## src/lest_pkg.sv

```systemverilog
// Package for the log extent savepoint tracker: sizes, codes and shared types.
// No dependencies; every other source file but the assertion header imports it.
package lest_pkg;

  localparam int MAX_EXTENTS    = 16;
  localparam int MAX_SAVEPOINTS = 16;
  localparam int SEQ_WIDTH      = 32;

  localparam int EXT_IDX_W = (MAX_EXTENTS > 1) ? $clog2(MAX_EXTENTS) : 1;
  localparam int EXT_CNT_W = $clog2(MAX_EXTENTS + 1);
  localparam int SP_IDX_W  = (MAX_SAVEPOINTS > 1) ? $clog2(MAX_SAVEPOINTS) : 1;
  localparam int SP_CNT_W  = $clog2(MAX_SAVEPOINTS + 1);

  // Fixed port field widths
  localparam int CMD_W    = 3;
  localparam int SEQ_IN_W = 32;
  localparam int STATUS_W = 2;
  localparam int FOUND_W  = 4;
  localparam int INUSE_W  = 5;
  localparam int TOTAL_W  = 32;

  typedef logic [SEQ_WIDTH-1:0] seq_t;
  typedef logic [EXT_IDX_W-1:0] ext_idx_t;
  typedef logic [EXT_CNT_W-1:0] ext_cnt_t;
  typedef logic [SP_IDX_W-1:0]  sp_idx_t;
  typedef logic [SP_CNT_W-1:0]  sp_cnt_t;

  typedef enum logic [CMD_W-1:0] {
    CMD_APPEND    = 3'd0,
    CMD_SAVEPOINT = 3'd1,
    CMD_ROLLBACK  = 3'd2,
    CMD_FIND      = 3'd3,
    CMD_CLEAR     = 3'd4
  } cmd_e;

  typedef enum logic [STATUS_W-1:0] {
    ST_OK        = 2'd0,
    ST_NOT_FOUND = 2'd1,
    ST_ORDER     = 2'd2,
    ST_FULL      = 2'd3
  } status_e;

  typedef enum logic [1:0] {
    S_IDLE   = 2'd0,
    S_SEARCH = 2'd1,
    S_UPDATE = 2'd2
  } state_t;

  // Controller to datapath commands
  typedef struct packed {
    logic load_in;  // capture the accepted word
    logic search;   // register the compare results
    logic commit;   // apply the update and load the output register
  } ctl_cmd_t;

endpackage

```

## src/lest_if.sv

```systemverilog
// Valid/ready channel interfaces for the log extent savepoint tracker.
// Depends on lest_pkg.
interface lest_in_if import lest_pkg::*; ();
  logic                valid;
  logic                ready;
  logic [CMD_W-1:0]    cmd;
  logic [SEQ_IN_W-1:0] seq;

  modport source (output valid, cmd, seq, input ready);
  modport sink   (input valid, cmd, seq, output ready);
endinterface

interface lest_out_if import lest_pkg::*; ();
  logic                valid;
  logic                ready;
  logic [STATUS_W-1:0] status;
  logic [FOUND_W-1:0]  found_index;
  logic [INUSE_W-1:0]  extents_in_use;
  logic [INUSE_W-1:0]  savepoints_in_use;
  logic [TOTAL_W-1:0]  rollbacks_done;

  modport source (output valid, status, found_index, extents_in_use,
                  savepoints_in_use, rollbacks_done, input ready);
  modport sink   (input valid, status, found_index, extents_in_use,
                  savepoints_in_use, rollbacks_done, output ready);
endinterface

```

## src/log_extent_savepoint_tracker.sv

```systemverilog
// Top level of the log extent savepoint tracker: controller plus datapath.
// Depends on lest_pkg, lest_if, lest_ctrl and lest_dp.
//
//   channel  | dir | fields
//   ---------+-----+-------------------------------------------------------
//   in_ch    | in  | cmd, seq
//   out_ch   | out | status, found_index, extents_in_use, savepoints_in_use,
//            |     | rollbacks_done
//
// Each word passes a search state, comparing seq against all extents and savepoints
// in parallel, then an update state, updating the stores and the output register.
// A new word is accepted in the update state, while the last word's update commits.
// The update state stalls while the output register holds a result not yet taken.
// Reset is synchronous and clears the counts, the rollback total and the control.
module log_extent_savepoint_tracker import lest_pkg::*; (
  input  logic       clk,
  input  logic       rst_n,
  lest_in_if.sink    in_ch,
  lest_out_if.source out_ch
);

  ctl_cmd_t ctl;

  lest_ctrl u_ctrl (
    .clk       (clk),
    .rst_n     (rst_n),
    .in_valid  (in_ch.valid),
    .in_ready  (in_ch.ready),
    .out_valid (out_ch.valid),
    .out_ready (out_ch.ready),
    .ctl       (ctl)
  );

  lest_dp u_dp (
    .clk               (clk),
    .rst_n             (rst_n),
    .ctl               (ctl),
    .cmd_in            (in_ch.cmd),
    .seq_in            (in_ch.seq),
    .status            (out_ch.status),
    .found_index       (out_ch.found_index),
    .extents_in_use    (out_ch.extents_in_use),
    .savepoints_in_use (out_ch.savepoints_in_use),
    .rollbacks_done    (out_ch.rollbacks_done)
  );

endmodule

```

## src/lest_ctrl.sv

```systemverilog
// Controller for the log extent savepoint tracker: accept, search, update.
// Depends on lest_pkg; drives the datapath through ctl_cmd_t.
module lest_ctrl import lest_pkg::*; (
  input  logic     clk,
  input  logic     rst_n,
  input  logic     in_valid,
  output logic     in_ready,
  output logic     out_valid,
  input  logic     out_ready,
  output ctl_cmd_t ctl
);

  state_t state_r, state_nxt;
  logic   out_valid_r, out_valid_nxt;
  logic   out_free;

  // State and output-valid registers
  always_ff @(posedge clk) begin
    if (!rst_n) begin
      state_r     <= S_IDLE;
      out_valid_r <= 1'b0;
    end else begin
      state_r     <= state_nxt;
      out_valid_r <= out_valid_nxt;
    end
  end

  // Next state and commands
  always_comb begin
    state_nxt   = state_r;
    ctl         = '0;
    in_ready    = 1'b0;
    out_free    = !out_valid_r || out_ready;
    case (state_r)
      S_IDLE: begin
        in_ready = 1'b1;
        if (in_valid) state_nxt = S_SEARCH;
      end
      S_SEARCH: begin
        ctl.search = 1'b1;
        state_nxt  = S_UPDATE;
      end
      S_UPDATE: begin
        // hold until the output register can take the result
        if (out_free) begin
          ctl.commit = 1'b1;
          in_ready   = 1'b1;
          state_nxt  = in_valid ? S_SEARCH : S_IDLE;
        end
      end
      default: state_nxt = S_IDLE;
    endcase
    ctl.load_in = in_valid && in_ready;

    if (ctl.commit)     out_valid_nxt = 1'b1;
    else if (out_ready) out_valid_nxt = 1'b0;
    else                out_valid_nxt = out_valid_r;
  end

  assign out_valid = out_valid_r;

endmodule

```

## src/lest_dp.sv

```systemverilog
// Datapath for the log extent savepoint tracker: extent and savepoint stores,
// parallel compares, update logic and the output register. Depends on lest_pkg.
module lest_dp import lest_pkg::*; (
  input  logic                clk,
  input  logic                rst_n,
  input  ctl_cmd_t            ctl,
  input  logic [CMD_W-1:0]    cmd_in,
  input  logic [SEQ_IN_W-1:0] seq_in,
  output logic [STATUS_W-1:0] status,
  output logic [FOUND_W-1:0]  found_index,
  output logic [INUSE_W-1:0]  extents_in_use,
  output logic [INUSE_W-1:0]  savepoints_in_use,
  output logic [TOTAL_W-1:0]  rollbacks_done
);

  // Captured word
  logic [CMD_W-1:0] cmd_r;
  seq_t             seq_r;

  // Stores (no reset, read only below their counts)
  seq_t ext_first_r [MAX_EXTENTS];
  seq_t ext_last_r  [MAX_EXTENTS];
  seq_t sp_seq_r    [MAX_SAVEPOINTS];

  ext_cnt_t           ext_count_r, ext_count_nxt;
  sp_cnt_t            sp_count_r, sp_count_nxt;
  logic [TOTAL_W-1:0] total_r, total_nxt;

  // Per-entry compare results
  logic [MAX_EXTENTS-1:0]    first_le;
  logic [MAX_EXTENTS-1:0]    last_ge;
  logic [MAX_EXTENTS-1:0]    last_adj;
  logic [MAX_EXTENTS-1:0]    ext_live;
  logic [MAX_SAVEPOINTS-1:0] sp_hit;

  // Encoded search results
  logic     find_hit, sp_found;
  ext_idx_t find_idx, keep_idx, top_idx;
  sp_idx_t  sp_idx;

  // Registered search results
  logic     srch_find_hit_r, srch_sp_hit_r, srch_clip_r;
  logic     srch_top_le_r, srch_top_adj_r;
  ext_idx_t srch_find_idx_r, srch_keep_r;
  sp_idx_t  srch_sp_idx_r;

  // Update controls
  status_e  status_c;
  ext_idx_t found_c;
  logic     open_req, ext_full, sp_full;
  logic     ext_first_we, ext_last_we, sp_we;
  ext_idx_t ext_wr_idx;

  // Output register
  status_e            status_r;
  ext_idx_t           found_r;
  ext_cnt_t           ext_out_r;
  sp_cnt_t            sp_out_r;
  logic [TOTAL_W-1:0] total_out_r;

  // Input capture
  always_ff @(posedge clk) begin
    if (ctl.load_in) begin
      cmd_r <= cmd_in;
      seq_r <= SEQ_WIDTH'(seq_in);
    end
  end

  // Parallel compares against every entry
  always_comb begin
    for (int i = 0; i < MAX_EXTENTS; i++) begin
      ext_live[i] = ext_count_r > EXT_CNT_W'(i);
      first_le[i] = ext_first_r[i] <= seq_r;
      last_ge[i]  = seq_r <= ext_last_r[i];
      last_adj[i] = {1'b0, seq_r} == ({1'b0, ext_last_r[i]} + 1'b1);
    end
    for (int j = 0; j < MAX_SAVEPOINTS; j++) begin
      sp_hit[j] = (sp_count_r > SP_CNT_W'(j)) && (sp_seq_r[j] == seq_r);
    end
  end

  // Priority encoders: lowest holding extent, highest kept extent, lowest savepoint
  always_comb begin
    find_hit = 1'b0;
    find_idx = '0;
    for (int i = MAX_EXTENTS - 1; i >= 0; i--) begin
      if (ext_live[i] && first_le[i] && last_ge[i]) begin
        find_hit = 1'b1;
        find_idx = EXT_IDX_W'(i);
      end
    end
    keep_idx = '0;
    for (int i = 0; i < MAX_EXTENTS; i++) begin
      if (ext_live[i] && first_le[i]) keep_idx = EXT_IDX_W'(i);
    end
    sp_found = 1'b0;
    sp_idx   = '0;
    for (int j = MAX_SAVEPOINTS - 1; j >= 0; j--) begin
      if (sp_hit[j]) begin
        sp_found = 1'b1;
        sp_idx   = SP_IDX_W'(j);
      end
    end
  end

  assign top_idx = EXT_IDX_W'(ext_count_r - 1'b1);

  // Search stage register
  always_ff @(posedge clk) begin
    if (ctl.search) begin
      srch_find_hit_r <= find_hit;
      srch_find_idx_r <= find_idx;
      srch_keep_r     <= keep_idx;
      // clip when the kept extent ends at or past the savepoint
      srch_clip_r     <= last_ge[keep_idx];
      srch_sp_hit_r   <= sp_found;
      srch_sp_idx_r   <= sp_idx;
      srch_top_le_r   <= last_ge[top_idx];
      srch_top_adj_r  <= last_adj[top_idx];
    end
  end

  assign ext_full = ext_count_r >= EXT_CNT_W'(MAX_EXTENTS);
  assign sp_full  = sp_count_r >= SP_CNT_W'(MAX_SAVEPOINTS);

  // Update decision
  always_comb begin
    status_c      = ST_OK;
    found_c       = '0;
    open_req      = 1'b0;
    ext_first_we  = 1'b0;
    ext_last_we   = 1'b0;
    ext_wr_idx    = '0;
    sp_we         = 1'b0;
    ext_count_nxt = ext_count_r;
    sp_count_nxt  = sp_count_r;
    total_nxt     = total_r;
    case (cmd_r)
      CMD_APPEND: begin
        if (seq_r == '0) begin
          if (ext_count_r != '0) status_c = ST_ORDER;
          else                   open_req = 1'b1;
        end else if (ext_count_r == '0) begin
          status_c = ST_ORDER;
        end else if (srch_top_le_r) begin
          status_c = ST_ORDER;
        end else if (srch_top_adj_r) begin
          // extend the last extent
          ext_last_we = 1'b1;
          ext_wr_idx  = top_idx;
        end else begin
          open_req = 1'b1;
        end
        if (open_req) begin
          if (ext_full) begin
            status_c = ST_FULL;
          end else begin
            ext_first_we  = 1'b1;
            ext_last_we   = 1'b1;
            ext_wr_idx    = ext_count_r[EXT_IDX_W-1:0];
            ext_count_nxt = ext_count_r + 1'b1;
          end
        end
      end
      CMD_SAVEPOINT: begin
        // a savepoint already stored is a no-op
        if (!srch_sp_hit_r) begin
          if (sp_full) begin
            status_c = ST_FULL;
          end else begin
            sp_we        = 1'b1;
            sp_count_nxt = sp_count_r + 1'b1;
          end
        end
      end
      CMD_ROLLBACK: begin
        if (!srch_sp_hit_r) begin
          status_c = ST_NOT_FOUND;
        end else begin
          if (ext_count_r != '0) begin
            if (srch_clip_r) begin
              ext_last_we = 1'b1;
              ext_wr_idx  = srch_keep_r;
            end
            ext_count_nxt = EXT_CNT_W'(srch_keep_r) + 1'b1;
          end
          sp_count_nxt = SP_CNT_W'(srch_sp_idx_r) + 1'b1;
          total_nxt    = total_r + 1'b1;
        end
      end
      CMD_FIND: begin
        if (srch_find_hit_r) found_c  = srch_find_idx_r;
        else                 status_c = ST_NOT_FOUND;
      end
      CMD_CLEAR: begin
        ext_count_nxt = '0;
        sp_count_nxt  = '0;
        total_nxt     = '0;
      end
      default: ;
    endcase
  end

  // Store writes
  always_ff @(posedge clk) begin
    if (ctl.commit) begin
      if (ext_first_we) ext_first_r[ext_wr_idx] <= seq_r;
      if (ext_last_we)  ext_last_r[ext_wr_idx]  <= seq_r;
      if (sp_we)        sp_seq_r[sp_count_r[SP_IDX_W-1:0]] <= seq_r;
    end
  end

  // Counts and rollback total
  always_ff @(posedge clk) begin
    if (!rst_n) begin
      ext_count_r <= '0;
      sp_count_r  <= '0;
      total_r     <= '0;
    end else if (ctl.commit) begin
      ext_count_r <= ext_count_nxt;
      sp_count_r  <= sp_count_nxt;
      total_r     <= total_nxt;
    end
  end

  // Output register
  always_ff @(posedge clk) begin
    if (ctl.commit) begin
      status_r    <= status_c;
      found_r     <= found_c;
      ext_out_r   <= ext_count_nxt;
      sp_out_r    <= sp_count_nxt;
      total_out_r <= total_nxt;
    end
  end

  assign status            = status_r;
  assign found_index       = FOUND_W'(found_r);
  assign extents_in_use    = INUSE_W'(ext_out_r);
  assign savepoints_in_use = INUSE_W'(sp_out_r);
  assign rollbacks_done    = total_out_r;

endmodule

```

## src/flat_wrapper.sv

```systemverilog
// flat-port wrapper written by rule: the top's interface ports become plain ports
module log_extent_savepoint_tracker_flat import lest_pkg::*;
  (clk, rst_n, in_ch_valid, in_ch_cmd, in_ch_seq, in_ch_ready, out_ch_valid, out_ch_status, out_ch_found_index, out_ch_extents_in_use, out_ch_savepoints_in_use, out_ch_rollbacks_done, out_ch_ready);
  lest_in_if in_ch_i ();
  lest_out_if out_ch_i ();
  input  logic clk;
  input  logic rst_n;
  input wire logic [$bits(in_ch_i.valid)-1:0] in_ch_valid;
  input wire logic [$bits(in_ch_i.cmd)-1:0] in_ch_cmd;
  input wire logic [$bits(in_ch_i.seq)-1:0] in_ch_seq;
  output wire logic [$bits(in_ch_i.ready)-1:0] in_ch_ready;
  output wire logic [$bits(out_ch_i.valid)-1:0] out_ch_valid;
  output wire logic [$bits(out_ch_i.status)-1:0] out_ch_status;
  output wire logic [$bits(out_ch_i.found_index)-1:0] out_ch_found_index;
  output wire logic [$bits(out_ch_i.extents_in_use)-1:0] out_ch_extents_in_use;
  output wire logic [$bits(out_ch_i.savepoints_in_use)-1:0] out_ch_savepoints_in_use;
  output wire logic [$bits(out_ch_i.rollbacks_done)-1:0] out_ch_rollbacks_done;
  input wire logic [$bits(out_ch_i.ready)-1:0] out_ch_ready;
  assign in_ch_i.valid = in_ch_valid;
  assign in_ch_i.cmd = in_ch_cmd;
  assign in_ch_i.seq = in_ch_seq;
  assign in_ch_ready = in_ch_i.ready;
  assign out_ch_valid = out_ch_i.valid;
  assign out_ch_status = out_ch_i.status;
  assign out_ch_found_index = out_ch_i.found_index;
  assign out_ch_extents_in_use = out_ch_i.extents_in_use;
  assign out_ch_savepoints_in_use = out_ch_i.savepoints_in_use;
  assign out_ch_rollbacks_done = out_ch_i.rollbacks_done;
  assign out_ch_i.ready = out_ch_ready;
  log_extent_savepoint_tracker u_core (.clk(clk), .rst_n(rst_n), .in_ch(in_ch_i), .out_ch(out_ch_i));
endmodule
```

## config.mk

```make
export PLATFORM = sky130hd
export DESIGN_NAME = log_extent_savepoint_tracker_flat
export DESIGN_NICKNAME = d
export VERILOG_FILES = /design/src/lest_pkg.sv /design/src/lest_if.sv /design/src/log_extent_savepoint_tracker.sv /design/src/lest_ctrl.sv /design/src/lest_dp.sv /design/src/flat_wrapper.sv
export SDC_FILE = /design/constraint.sdc
export NUM_CORES = 2
export LEC_CHECK = 0
export BUFFER_PORTS_ARGS = -buffer_cell sky130_fd_sc_hd__buf_2
export CAP_MARGIN = 15
export CORE_ASPECT_RATIO = 1.25
export CORE_MARGIN = 2
export CORE_UTILIZATION = 34
export CTS_CLUSTER_DIAMETER = 60
export DETAILED_ROUTE_END_ITERATION = 7
export GPL_TIMING_DRIVEN = 0
export PLACE_DENSITY = 0.45
export SETUP_SLACK_MARGIN = 0.5
export SLEW_MARGIN = 20
export SYNTH_ARGS = -nofsm -noshare
export SYNTH_HDL_FRONTEND = slang
export SYNTH_HIERARCHICAL = 1
export SYNTH_SLANG_ARGS = --single-unit
```

## constraint.sdc

```tcl
create_clock -name clk -period 10.1 [get_ports clk]
set_input_delay 1.515 -clock clk [delete_from_list [all_inputs] [get_ports clk]]
set_output_delay 1.515 -clock clk [all_outputs]
set_load 0.02 [all_outputs]
```

Word level (Yosys, flattened, before mapping)
Memories as Yosys holds them, arrays and structs flattened.
Index checks and enable logic that the tools add are counted.
Operators by class
  $add $sub $neg: 22
  reduce and logical (&&, ||, !) cells: 67
  $lt $le $gt $ge: 68
  equal/unequal tests: 40
  muxes and demuxes: 126
Operators by type and width (number)
  $le A32 B32 Y1: 32
  $add A32 B1 Y33 const B: 16
  $eq A32 B33 Y1: 16
  $eq A32 B32 Y1: 16
  $mux W4: 39
  $gt A5 B4 Y1 const B: 16
  $pmux W32 S2: 1
  $logic_and A1 B1 Y1: 49
  $mux W1: 46
  $gt A5 B3 Y1 const B: 8
  $mux W5: 7
  $add A32 B1 Y32 const B: 1
  $logic_not A32 Y1: 1
  $mux W32: 1
  $pmux W5 S3: 2
  $reduce_or A15 Y1: 2
  $mux W2: 14
  $mux W3: 8
  $gt A5 B1 Y1 const B: 4
  $gt A5 B2 Y1 const B: 4
  $reduce_or A8 Y1: 2
  $bmux W1 S4: 3
  $add A4 B1 Y5 const B: 2
  $add A5 B1 Y5 const B: 2
  other kinds (23): 31
Storage, ports and cells
  flip-flop bits (word level): 145
  memories kept: 3
  output and inout bits: 50
  input port bits: 39
  RAM bits: 1536
  logic and storage cells: 352
Memory list
  u_core.u_dp.ext_first_r: words 16, bits a word 32, rd ports 16, clocked after memory_dff 0, wr ports 1, RTL line lest_dp.sv:21  | seq_t ext_first_r [MAX_EXTENTS];
  u_core.u_dp.ext_last_r: words 16, bits a word 32, rd ports 16, clocked after memory_dff 0, wr ports 1, RTL line lest_dp.sv:22  | seq_t ext_last_r [MAX_EXTENTS];
  u_core.u_dp.sp_seq_r: words 16, bits a word 32, rd ports 16, clocked after memory_dff 0, wr ports 1, RTL line lest_dp.sv:23  | seq_t sp_seq_r [MAX_SAVEPOINTS];

Longest topological paths before layout
An unclocked memory read counts as a cell.
  depth in word-level cells: 20
  mapped depth: 18
  depth with buffers taken out: 14

Modules after synthesis
Netlist, hierarchy kept.
Modules (own cells, without submodules)
  lest_dp: seq. area each 49967.9 um^2, times used 1, area each 100821.7 um^2, cells each 8871
  lest_ctrl: seq. area each 60.1 um^2, times used 1, area each 167.7 um^2, cells each 16

Worst setup path after synthesis
OpenSTA, ideal clock, no wires.
  path type: flip-flop to flip-flop
  start: register u_core.u_dp.seq_r[1]
  end: register u_core.u_dp.srch_clip_r, data pin
  data required time: 9837 ps
  path slack: 3893 ps
  setup time: 263 ps
  cell stages (with the launch flop): 19
  clock period less this slack: 6207 ps
  buffers on the path: 4
  arrival time: 5944 ps
  cell sequence: edfxtp_1 buf_2 buf_1 buf_1 buf_2 inv_1 ha_1 nor2b_1 o211ai_1 a21boi_0 or4b_2 a221oi_1 nor4_1 o31ai_1 a211oi_2 nor2_2 mux2_2 o221ai_1 o22ai_1
On the way
  word-level cells in the longest chain between the ends: 19
  elaborated cells between the ends (all ways): 63
  those cells by class: 31 x order compare; 17 x mux; 15 x reduce/logical
RTL lines
  start, declared: RTL line lest_dp.sv:18  | seq_t seq_r;
  start signal, assigned: RTL line lest_dp.sv:65  | seq_r <= SEQ_WIDTH'(seq_in);
  $le A32 B32 Y1: RTL line lest_dp.sv:73  | first_le[i] = ext_first_r[i] <= seq_r;
  $logic_and A1 B1 Y1: RTL line lest_dp.sv:94  | if (ext_live[i] && first_le[i]) keep_idx = EXT_IDX_W'(i);
  $mux W1: RTL line lest_dp.sv:94
  $mux W4 (14 in series): RTL line lest_dp.sv:94
  $bmux W1 S4 *: RTL line lest_dp.sv:115  | srch_clip_r <= last_ge[keep_idx];
  $mux W1 (not written as such) *: RTL line lest_dp.sv:115
  end signal, assigned: RTL line lest_dp.sv:115
  end, declared: RTL line lest_dp.sv:42  | logic srch_find_hit_r, srch_sp_hit_r, srch_clip_r;
Every way passes the cells marked *; elsewhere a longest branch is shown, timed or not. The select of a mux whose other input is x is not followed.
A chain may end at the register's enable or synchronous reset.

Worst setup path in the final report
  start: register u_core.u_dp.seq_r[12]
  end: register u_core.u_dp.srch_clip_r, data pin
Same word-level chain as after synthesis.

==> qor.txt <==
Inst Count DP = 13300
first-pass GRT wire length = 620000 um
Post-Route WL = 459000 um
CTS Hold Buffers Added = 0
nets = 10700
VDD IR-drop max = 0.146 mV
final setup margin = 1.40 ns
Hold Vio Cnt, Final = 0
run status = finished clean
sequential share of the synthesized area = 49.5%
Slew Limit Fails = 0
Avg Cell Area, Syn = 11.4 sq um
Finished Core Util = 40.9%
Synth Cell Area = 0.101 sq mm
CTS buffer count = 201
critical path's slowest cell = buf_2
post-synthesis compound-gate area fraction = 10.6%
final hold slack = 0.530 ns
synth cell count leaders = edfxtp_1, ha_1, xnor2_1
CTS tree = yes
Sink Count = 1681
Syn-to-layout area delta = 19.6%
clk slew on worst S/H paths = 0.06 ns
max-cap violation count = 0
Synth top area share = 48.6%
Critical Path, Cell by Cell = buf_6 > buf_8 > clkbuf_1 > buf_2 > buf_2 > buf_2 > inv_2 > buf_12 > ha_1 > a2111oi_0 > o21ai_0 > a221oi_1 > o21ai_0 > o21ai_1 > a2111oi_0 > a211oi_2 > nor2_2 > mux2_1 > a32o_1 > o22ai_1
DR iter-0 viols = 8672
post-detailed-route count of antenna-violating nets = 0
DIE AREA = 0.301 sq mm
WL met1 = 181000 um
Power, Total = 17.3 mW
Pwr per Cell Area = 143 mW/mm^2
final critical-path share of the clock period = 86.2%
H-tree depth = 4
floorplan core area = 0.295 sq mm
Period minus WS final = 8.70 ns
dpl cell area = 0.114 sq mm
Top Layer Used = met5
# Post-CTS Setup Buffers = 0
syn nets = 9980
vias in the first global route = 76200
hold_sp = u_core/u_dp/total_r[15]$_SDFFE_PN0P_
Die H = 613 um
Crit path required time = 10.80 ns
Total GRT Usage = 29.6%
crit path buf inv count = 8
DR vias = 79700
launch point of the worst path = u_core/u_dp/seq_r[12]$_DFFE_PP_
Synth Area in Adders = 13.1%
post-synthesis xor/xnor area fraction = 9.61%
Finished Layout Cells = 13700
Ys Warns = 6
post-place setup slack = 1.58 ns
peak fanout along the critical path = 11
grt total ovfl = 0
top cells by area, synth = edfxtp_1, ha_1, xnor2_1, xor2_1, nand4_1
cts repair resizes = 0
WS Path Type = flop to flop
HPWL after detailed placement = 348000 um
area of the multi-input gates = 0.0482 sq mm
critical path arrival = 9.41 ns
Crit. End Element = flop
setup TNS = 0 ns
Netlist cell types = 107
largest family of logic cells by synthesized area = simple AND/OR/NAND/NOR gates
post-synthesis mux area share = 0.815%
cells after synthesis = 8887
Rows = 223
layout cells sized above 1 = 11.6%
Yosys top cell by area = edfxtp_1
ys async rst share = 0%
leakage = 45.4 nW
WL met2 = 214000 um
Crit path max-delay family = buffers and inverters
Synth Flop Type = edfxtp_1
most used cell, CP = buf_2
Root Driver = clkbuf_16
initial antenna violation count = 48
drt pass-1 iters = 6
critical path startpoint category = flop
global placement routability congestion = 0.935
WL met3 = 31600 um
final setup fails = 0
flops & latches, synth = 1681
routed len/inst = 33.5 um
peak per-stage delay on the critical path = 1.00 ns
count leader, synth = edfxtp_1
Synth Area in Simple Gates = 13.1%
Worst-Skew Late Latency = 0.92 ns
I/O Pins = 89
Initial Util = 34.2%
Slew Limit Headroom = 16.5%
fin area = 0.121 sq mm
DR DRC count = 0
CTS max path bufs = 4
PortBufs = 88
Worst Skew = 0.0701 ns
Reg area = 0.0500 sq mm
f_max = 0.115 GHz
Vias/cell = 5.83
worst r2r src = u_core/u_dp/seq_r[12]$_DFFE_PP_
worst slew pin tran = 1.24 ns
unrepaired setup endpoints after global routing = false
Worst Hold Class = flop to flop
largest net degree at the start of global routing = 51
DIE WIDTH = 491 um
Post-synth EDFFs = 1636
Fillers = 27800
## layout make-up
class | instances | area share [%]
sequential | 1681 | 41.4
multi-input combinational | 6367 | 39.9
timing repair buffer | 492 | 6.52
clock buffer | 247 | 4.37
tap | 3937 | 4.08
inverter | 605 | 1.92
buffer | 234 | 0.904
clock inverter | 102 | 0.892
antenna | 11 | 0.0228
## worst register-to-register path, stage by stage (launching register included)
cell	delay, ns
edfxtp_1	0.73
buf_6	0.25
buf_8	0.20
clkbuf_1	0.75
buf_2	0.80
buf_2	1.03
buf_2	0.41
inv_2	0.26
buf_12	0.25
ha_1	0.36
a2111oi_0	0.38
o21ai_0	0.19
a221oi_1	0.31
o21ai_0	0.18
o21ai_1	0.66
a2111oi_0	0.18
a211oi_2	0.61
nor2_2	0.17
mux2_1	0.37
a32o_1	0.21
o22ai_1	0.18
## layer usage
layer,vias to the layer above,track usage [%]
met5,-,0
met1,40300,36.5
met2,3404,49.3
met4,14,17.1
li1,35100,-
met3,941,4.45
## registers in the layout (all words and copies together) (netlist names), 3 cells and up
name,cells
u_core/u_dp/cmd_r,3
u_core/u_dp/ext_count_r,5
u_core/u_dp/ext_first_r,512
u_core/u_dp/ext_last_r,512
u_core/u_dp/extents_in_use,5
u_core/u_dp/found_index,4
u_core/u_dp/rollbacks_done,32
u_core/u_dp/savepoints_in_use,5
u_core/u_dp/seq_r,32
u_core/u_dp/sp_count_r,5
u_core/u_dp/sp_seq_r,512
u_core/u_dp/srch_find_idx_r,4
u_core/u_dp/srch_keep_r,4
u_core/u_dp/srch_sp_idx_r,4
u_core/u_dp/total_r,32
## final timing paths
check / endpoint / slack (ns) / cells past startpoint
worst min-delay path: u_core/u_dp/total_r[15]$_SDFFE_PN0P_ / 0.53 / 2
worst max register to register: u_core/u_dp/srch_clip_r$_DFFE_PP_ / 1.40 / 20
worst max-delay path: u_core/u_dp/srch_clip_r$_DFFE_PP_ / 1.40 / 20
worst min register to register: u_core/u_dp/total_r[15]$_SDFFE_PN0P_ / 0.53 / 2
## kinds of logic (layout without fill, tap and decap cells)
| logic type | count (synthesis) | after routing |
|---|---|---|
| and+or+nand+nor | 2494 | 2494 |
| AOI/OAI and AO/OA | 1635 | 1635 |
| other | 0 | 11 |
| xor gates and xnor gates | 1108 | 1108 |
| adders and majority gates | 1054 | 1054 |
| muxes | 76 | 76 |
| DFF | 1681 | 1681 |
| buffers and inverters | 839 | 1680 |
## report_power, final
part           internal [mW]  leakage (nW)  total, mW  switching (mW)
Combinational          0.738          27.1       2.27            1.53
Sequential              7.68          15.1       7.73          0.0502
Clock                   4.19          3.09       7.31            3.11
Total                   12.6          45.4       17.3            4.69
## cell usage in the layout (no fill, tap or decap), drive strengths merged, types with 107 or more instances in the layout
cell type,n
a211oi,107
a21o,213
a21oi,401
buf,628
clkbuf,345
edfxtp,1636
ha,1054
inv,612
nand2,429
nand3,321
nand4,404
nor2,407
nor3,221
nor4,222
o21ai,323
xnor2,627
xor2,481
No activity file was read; power rests on OpenSTA's default activity.
